### config.mk
export PLATFORM = sky130hd
export DESIGN_NAME = mtg_cmdq
export DESIGN_NICKNAME = d
export VERILOG_FILES = /design/src/sv/mtg_pkg.sv /design/src/sv/mtg_cmdq.sv
export SDC_FILE = /design/constraint.sdc
export NUM_CORES = 1
export LEC_CHECK = 0
export BUFFER_PORTS_ARGS = -buffer_cell sky130_fd_sc_hd__buf_2
export CORE_MARGIN = 2
export CORE_UTILIZATION = 47
export CTS_CLUSTER_SIZE = 28
export DETAILED_ROUTE_END_ITERATION = 10
export PLACE_DENSITY = 0.76
export RECOVER_POWER = 25
export SLEW_MARGIN = 25
export SYNTH_ARGS = -nofsm -noshare
export SYNTH_HDL_FRONTEND = slang
export SYNTH_SLANG_ARGS = --single-unit
### constraint.sdc
create_clock -name clock -period 8.3 [get_ports clock]
set_clock_uncertainty 0.05 [all_clocks]
set_input_delay 1.66 -clock clock [delete_from_list [all_inputs] [get_ports clock]]
set_output_delay 1.66 -clock clock [all_outputs]
set_load 0.02 [all_outputs]
### src/sv/mtg_pkg.sv
// Shared types, constants and arithmetic helpers for the mesh tangent generator.
// Used by every module of the block; depends on nothing.
`default_nettype none

package mtg_pkg;

   localparam int MAX_VERTICES = 1024;
   localparam int FRAC_BITS    = 16;
   localparam int IDX_W        = 10;
   localparam int ADDR_W       = $clog2(MAX_VERTICES);

   localparam int CMDQ_DEPTH   = 2;
   localparam int CMDQ_PTR_W   = $clog2(CMDQ_DEPTH);

   localparam int DIV_STEPS    = 64;
   localparam int DIV_CNT_W    = $clog2(DIV_STEPS + 1);
   localparam int SQRT_STEPS   = 32;
   localparam int SQRT_CNT_W   = $clog2(SQRT_STEPS + 1);

   localparam logic [63:0]        SAT64     = 64'h7FFF_FFFF_FFFF_FFFF;
   localparam logic [63:0]        SAT64_NEG = 64'h8000_0000_0000_0001;
   localparam logic signed [32:0] DIFF_MAX  = 33'sd2147483647;
   localparam logic signed [32:0] DIFF_MIN  = -33'sd2147483647;

   typedef enum logic [1:0] {
      OP_LOAD = 2'd0,
      OP_TRI  = 2'd1,
      OP_READ = 2'd2,
      OP_NONE = 2'd3
   } op_type;

   typedef enum logic [1:0] {
      K_LOAD = 2'd0,
      K_TRI  = 2'd1,
      K_READ = 2'd2,
      K_BAD  = 2'd3
   } kind_type;

   typedef struct packed {
      kind_type           kind;
      logic [IDX_W-1:0]   ia;
      logic [IDX_W-1:0]   ib;
      logic [IDX_W-1:0]   ic;
      logic signed [31:0] pos_x;
      logic signed [31:0] pos_y;
      logic signed [31:0] pos_z;
      logic signed [31:0] tex_u;
      logic signed [31:0] tex_v;
      logic signed [17:0] nrm_x;
      logic signed [17:0] nrm_y;
      logic signed [17:0] nrm_z;
   } cmd_type;

   typedef struct packed {
      logic        start;
      logic [63:0] hi;
      logic [63:0] lo;
      logic [63:0] den;
   } div_req_type;

   typedef struct packed {
      logic        done;
      logic [63:0] q;
   } div_rsp_type;

   typedef struct packed {
      logic        start;
      logic [63:0] x;
   } sqrt_req_type;

   typedef struct packed {
      logic        done;
      logic [63:0] root;
   } sqrt_rsp_type;

   function automatic logic signed [31:0] sat_diff32(input logic signed [31:0] a,
                                                     input logic signed [31:0] b);
      logic signed [32:0] d;
      d = {a[31], a} - {b[31], b};
      if (d > DIFF_MAX) return DIFF_MAX[31:0];
      else if (d < DIFF_MIN) return DIFF_MIN[31:0];
      else return d[31:0];
   endfunction

   function automatic logic [63:0] sat_add64(input logic [63:0] a, input logic [63:0] b);
      logic signed [64:0] s;
      s = $signed({a[63], a}) + $signed({b[63], b});
      if (s > $signed({1'b0, SAT64})) return SAT64;
      else if (s < $signed({1'b1, SAT64_NEG})) return SAT64_NEG;
      else return s[63:0];
   endfunction

   function automatic logic [63:0] mag64(input logic [63:0] v);
      return v[63] ? (64'd0 - v) : v;
   endfunction

   function automatic logic idx_bad(input logic [IDX_W-1:0] idx);
      return {1'b0, idx} >= (IDX_W+1)'(MAX_VERTICES);
   endfunction

endpackage

`default_nettype wire

### src/sv/mtg_cmdq.sv
// Short command queue between front end and back end.
// Depends on mtg_pkg.
`default_nettype none

module mtg_cmdq (
   input  wire logic          clock,
   input  wire logic          reset,
   input  wire logic          push,
   input  wire mtg_pkg::cmd_type push_cmd,
   output logic               full,
   input  wire logic          pop,
   output logic               valid,
   output mtg_pkg::cmd_type   head
);
   import mtg_pkg::*;

   cmd_type                 q_ff [CMDQ_DEPTH];
   logic [CMDQ_PTR_W-1:0]   wr_ptr_ff, wr_ptr_in;
   logic [CMDQ_PTR_W-1:0]   rd_ptr_ff, rd_ptr_in;
   logic [CMDQ_PTR_W:0]     cnt_ff, cnt_in;
   logic                    do_push, do_pop;

   assign full    = (cnt_ff == (CMDQ_PTR_W+1)'(CMDQ_DEPTH));
   assign valid   = (cnt_ff != '0);
   assign head    = q_ff[rd_ptr_ff];
   assign do_push = push & ~full;
   assign do_pop  = pop & valid;

   always_comb begin
      wr_ptr_in = do_push ? wr_ptr_ff + 1'b1 : wr_ptr_ff;
      rd_ptr_in = do_pop ? rd_ptr_ff + 1'b1 : rd_ptr_ff;
      cnt_in    = cnt_ff;
      if (do_push && !do_pop) cnt_in = cnt_ff + 1'b1;
      else if (do_pop && !do_push) cnt_in = cnt_ff - 1'b1;
   end

   always_ff @(posedge clock) begin
      if (reset) begin
         wr_ptr_ff <= '0;
         rd_ptr_ff <= '0;
         cnt_ff    <= '0;
      end else begin
         wr_ptr_ff <= wr_ptr_in;
         rd_ptr_ff <= rd_ptr_in;
         cnt_ff    <= cnt_in;
      end
   end

   always_ff @(posedge clock) begin
      if (do_push) q_ff[wr_ptr_ff] <= push_cmd;
   end

endmodule

`default_nettype wire

==> flow_metrics.py, run 1 <==
metrics = {
    "floorplan": {
        "die_y_um": 200,
        "start_util_pct": 47.9,
        "die_x_um": 200,
        "pin_count": 498,
        "fp.dieArea_um2": 40000,
        "core_area_um2": 37800,
        "fp-row-count": 71,
    },
    "place": {
        "hpwl_um": 25400,
        "numPortBuffers": 497,
        "gp_congestion": 0.816,
        "place_inst": 1776,
        "post-place-ws_ns": 4.19,
    },
    "timing": {
        "fmaxAchievable_mhz": 219,
        "fin_ws_ns": 3.72,
        "fin_tns_setup_ns": 0,
        "relSlewSlack_pct": 31.7,
        "worst_pin_slew_ns": 1.02,
        "finalSetupViolCount": 0,
        "period_needed_ns": 4.58,
        "drv_slew": 0,
        "hold_violations": 0,
        "rsz0062_at_grt": "false",
        "fin_crit_sh_pct": 55.1,
    },
    "critical_path": {
        "criticalPathCategory": "register to output port",
        "startpoint_type": "register",
        "crit_slowest_cell": "buf_4",
        "cp_max_fo": 74,
        "crit_arrival_ns": 2.87,
        "reg2reg_from": "cnt_ff[0]",
        "cp.buffers_inverters": 2,
        "crit_chain": "buf_4 -> mux2_2 -> buf_2",
        "critPathRequiredTime_ns": 6.59,
        "slowest_delay_ns": 0.84,
        "end_kind": "output port",
        "crit_family": "buffers and inverters",
    },
    "global_route": {
        "grt_pass1_wl_um": 53100,
        "grt-ovfl-total": 0,
        "grtUsageTotal_pct": 17.9,
        "grt_max_degree": 136,
        "grt_pass1_vias": 9445,
        "antenna_found_initial": 8,
    },
    "route": {
        "first_pass_iters": 4,
        "num_vias": 9319,
        "wire_per_inst_um": 20.3,
        "via_per_inst": 4.99,
        "drt-total-wl_um": 37900,
        "drt-initial-drc-count": 336,
        "detail-route-antenna-nets": 0,
        "drc": 0,
    },
    "yosys": {
        "avgSynthCellArea_um2": 22.9,
        "synth-xor-area-share_pct": 0.145,
        "async_flop_share_pct": 0,
        "synth_fa_ha_area_share_pct": 0.0692,
        "synthFlopType": "edfxtp_1",
        "synth_top_family_by_area": "multiplexers",
        "synth-seq-cells": 497,
        "seq_area_frac_synth_pct": 82.3,
        "synth_area_leader_cell": "edfxtp_1",
        "yosys-top-cells-area": "edfxtp_1 82%, mux2_2 15%, buf_6 1.7%",
        "syn_inst": 790,
        "netlist_area_um2": 18100,
        "synth-compound-area-share_pct": 0.138,
        "synthSimpleGateAreaFrac_pct": 0.270,
        "synth.most_common_cell": "edfxtp_1",
        "synth_mux_area_share_pct": 15.3,
        "yosys_warnings": 0,
        "synth_fp_nets": 1041,
        "yosysTopAreaCellShare_pct": 81.8,
        "synth_edf_count": 492,
        "ys_types": 14,
        "synth_common_cells": "492 x edfxtp_1, 246 x mux2_2, 27 x buf_6",
    },
    "cts": {
        "cts_max_level": 2,
        "cts-root-buf": "clkbuf_16",
        "cts_resized": 0,
        "post_cts_buffers": 0,
        "cts_hold_buf": 0,
        "clkSinkCount": 497,
        "clock_path_buffers": 3,
        "cts.clk_slew.worst_paths_ns": 0.06,
        "cts_made_buffers": 49,
        "cts_tree": "done",
        "clk_latency_ns": 0.55,
    },
    "pwr": {
        "total_power_uw": 7210,
        "p_per_area_nw_per_um2": 322,
        "vdd_drop_max_mv": 0.224,
        "power_leakage_uw": 0.00815,
    },
    "flow_run": {
        "drv_cap": 0,
    },
    "layout": {
        "finalNetCount": 1567,
        "areaGrowthSynthToFinish_pct": 23.9,
        "fin_cells": 1866,
        "drive_above_1_share_pct": 56.5,
        "final_util_pct": 59.3,
    },
    "run_status": {
        "status": "completed",
    },
    "hold_path": {
        "hold_path_class": "register to register",
        "min-delay-start": "wr_ptr_ff",
    },
}
## stage by stage
stage	hold WS (ns)	instance area, um2
floorplan	0.402	18100
global placement	0.428	21000
detailed placement	0.445	21000
CTS	0.454	22400
global route	0.472	22400
finish	0.465	22400
## layer usage
metal / up-vias / GRT usage [%] / routed length, um
li1: 4203 / - / -
met1: 4612 / 19.8 / 13500
met2: 402 / 31.3 / 19300
met3: 90 / 6.67 / 3860
met4: 12 / 7.41 / 1180
met5: - / 0 / 78
## power breakdown
group | leakage (uW) | switching (uW) | total, uW | internal (uW)
clock network | 0.000697 | 863 | 2030 | 1160
logic | 0.00282 | 1190 | 1930 | 734
registers | 0.00464 | 102 | 3260 | 3160
total | 0.00815 | 2160 | 7210 | 5050
## path summary, 6_finish.rpt
check                     end  slack (ns)  cells past startpoint
hold reg to reg     wr_ptr_ff        0.46                      2
setup reg to reg  q_ff[0][75]        5.49                      4
hold / removal      wr_ptr_ff        0.46                      2
setup / recovery     head[52]        3.72                      3
## cells by family (layout without fill, tap and decap cells)
kind of cell | after synthesis | in the layout
AOI/OAI and AO/OA | 5 | 5
adders and majority gates | 1 | 1
muxes | 246 | 246
xor gates and xnor gates | 3 | 3
and+or+nand+nor | 9 | 9
other | 0 | 2
buffers and inverters | 29 | 592
DFF | 497 | 497
## final cells by class
class / count / area (um2)
sequential: 497 / 14900
multi-input combinational: 264 / 2890
clock inverter: 17 / 138
antenna: 2 / 5.00
fill: 2814 / 15400
timing repair buffer: 502 / 2500
inverter: 2 / 15.0
tap: 511 / 639
clock buffer: 71 / 1320
## placed cells by master, fill, tap and decap left out, types with 2 or more instances in the layout
master and count:
a21oi_1 2, clkbuf_16 49, or3_1 2, clkinvlp_4 2
diode_2 2, xor2_1 3, o21ai_0 3, clkinv_1 8
buf_12 3, edfxtp_1 492, buf_4 2, buf_2 449
mux2_2 246, dfxtp_1 4, clkbuf_1 68, nor2_1 4
bufinv_16 2, clkinv_2 3
## worst reg2reg max path, stage by stage, from the launching register on
cell and delay [ns]:
dfxtp_1 0.43, nor2b_2 0.09, or3_1 0.43, inv_8 0.53, buf_12 0.62
## state kept, by name, indices dropped and copies added, names as in the netlist, named ones only
name / cells
wr_ptr_ff: 1
cnt_ff: 2
q_ff: 492
rd_ptr_ff: 1
(Power assumes the default switching activity.)
==> run 2, diff against run 1 <==
CORE_AREA = 2 2 195 197   (was not set)
CORE_MARGIN = not set   (was 2)
CORE_UTILIZATION = not set   (was 47)
DIE_AREA = 0 0 197 199   (was not set)
PLACE_DENSITY = 0.75   (was 0.76)
clock period = 4.6 ns   (was 8.3 ns; I/O delays follow)
==> run 2 against run 1 <==
Against the previous run: global-route usage up 0.99 points; combinational power is 87% higher; wire length is 2.1% higher; sequential share of layout area decreased by 0.93 points; hold slack got worse by 0.013 ns; clock power increased by 94%; sequential power up 81%; worst setup slack worse by 2.6 ns; critical endpoint is now head[209]; largest cell class unchanged.
==> flow_metrics.py, run 2 (synthesis results as in run 1) <==
metrics = {
    "floorplan": {
        "die_x_um": 197,
        "fp.dieArea_um2": 39200,
        "pin_count": 498,
        "die_y_um": 199,
        "start_util_pct": 48.7,
        "fp-row-count": 71,
        "core_area_um2": 37100,
    },
    "route": {
        "via_per_inst": 5.09,
        "wl_met3_um": 3560,
        "wire_per_inst_um": 21.0,
        "met1_length_um": 13600,
        "met2_length_um": 20400,
        "drc": 0,
        "num_vias": 9395,
        "highest_layer": "met5",
        "drt-total-wl_um": 38700,
        "drt-initial-drc-count": 357,
        "first_pass_iters": 4,
        "detail-route-antenna-nets": 0,
    },
    "cts": {
        "cts_made_buffers": 48,
        "post_cts_buffers": 0,
        "cts_resized": 0,
        "cts-root-buf": "clkbuf_16",
        "cts_max_level": 2,
        "cts_hold_buf": 0,
        "cts.clk_slew.worst_paths_ns": 0.06,
        "cts_tree": "done",
        "clkSinkCount": 497,
        "clock_path_buffers": 3,
        "clk_latency_ns": 0.55,
    },
    "layout": {
        "top_regs": "q_ff x492, cnt_ff x2",
        "finalNetCount": 1586,
        "areaGrowthSynthToFinish_pct": 25.6,
        "final_common_cell": "edfxtp_1",
        "largest_reg_flops": 492,
        "top_register": "q_ff",
        "final_cell_mix": "492 x edfxtp_1, 459 x buf_2, 246 x mux2_2",
        "drive_above_1_share_pct": 58.4,
        "stdcell_area_um2": 22700,
    },
    "place": {
        "hpwl_um": 26700,
        "post-place-ws_ns": 1.13,
        "placed_cell_area_um2": 21100,
        "gp_congestion": 0.787,
        "numPortBuffers": 497,
    },
    "timing": {
        "fmaxAchievable_mhz": 287,
        "hold_violations": 0,
        "relSlewSlack_pct": 36.7,
        "worst_pin_slew_ns": 0.949,
        "rsz0062_at_grt": "false",
        "drv_slew": 0,
        "whs_ns": 0.452,
        "finalSetupViolCount": 0,
        "fin_tns_setup_ns": 0,
        "fin_crit_sh_pct": 75.7,
        "fin_ws_ns": 1.12,
        "period_needed_ns": 3.48,
    },
    "critical_path": {
        "end_kind": "output port",
        "criticalPathCategory": "register to output port",
        "reg2reg_from": "cnt_ff[0]",
        "crit_arrival_ns": 2.51,
        "r2r_cells": 6,
        "r2r_setup_slack_ns": 2.00,
        "cp_max_fo": 61,
        "cp-endpoint": "head[209]",
        "critPathRequiredTime_ns": 3.63,
        "worstReg2RegEnd": "q_ff[0][62]",
        "startpoint_type": "register",
    },
    "global_route": {
        "grt-ovfl-total": 0,
        "grt_pass1_vias": 9826,
        "antenna_found_initial": 7,
        "grt_max_degree": 63,
        "grtUsageTotal_pct": 18.9,
        "grt_pass1_wl_um": 55600,
    },
    "pwr": {
        "p_switching_uw": 3940,
        "p_clk_share_pct": 29.3,
        "seqPwrFrac_pct": 43.9,
        "total_power_uw": 13400,
        "p_per_area_nw_per_um2": 591,
        "swShare_pct": 29.3,
        "p_int_uw": 9480,
        "power_leakage_uw": 0.00837,
        "comb_power_share_pct": 26.8,
        "vdd_drop_max_mv": 0.443,
    },
    "run_status": {
        "status": "completed",
    },
    "flow_run": {
        "drv_cap": 0,
    },
    "hold_path": {
        "hold_path_class": "register to register",
    },
}
run 2: changes by cell type in the layout (fill, tap and decap cells not counted), moves of 3 or more:
cell       delta
buf_12        +5
buf_2        +10
buf_4        +15
bufinv_16     +6
clkbuf_1     -20
clkinv_1      +4
clkinv_2      +3
run 2: cell type report:
cell class / count / area [um2]
clock inverter: 26 / 315
fill: 2684 / 14400
inverter: 2 / 23.8
multi-input combinational: 264 / 2890
timing repair buffer: 522 / 2730
clock buffer: 59 / 1260
sequential: 497 / 14900
antenna: 3 / 7.51
tap: 474 / 593
run 2: critical path: stages, from the launching register on:
cell	delay, ns
dfxtp_4	0.97
buf_4	0.40
mux2_2	0.39
buf_2	0.16
run 2: through the flow:
stage	std cells	utilization, %
finish	1847	61.1
global route	1847	61.1
CTS	1843	61.2
detailed placement	1758	56.9
global placement	1758	56.9
floorplan	790	-
run 2: metal layers:
layer | GRT usage, % | vias to the layer above
li1 | - | 4247
met4 | 6.96 | 8
met1 | 20.4 | 4671
met2 | 33.7 | 391
met5 | 0 | -
met3 | 7.39 | 78
run 2: worst min path at each step:
stage,startpoint,to,slack [ns],cells past startpoint
floorplan,wr_ptr_ff,wr_ptr_ff,0.41,2
finish,cnt_ff[1],cnt_ff[1],0.45,2
detailed placement,wr_ptr_ff,wr_ptr_ff,0.45,2
global placement,rd_ptr_ff,rd_ptr_ff,0.43,2
CTS,wr_ptr_ff,wr_ptr_ff,0.46,2
global route,push_cmd[155],q_ff[1][155],0.47,1
run 2: power by group through the flow:
stage | combinational [uW] | sequential [uW] | clock, uW
2_1_floorplan | 2530 | 5960 | 0
3_3_place_gp | 3590 | 5960 | 0
3_5_place_dp | 3610 | 6000 | 0
4_1_cts | 3640 | 5910 | 4010
5_1_grt | 3810 | 5950 | 4180
6_report | 3600 | 5900 | 3930
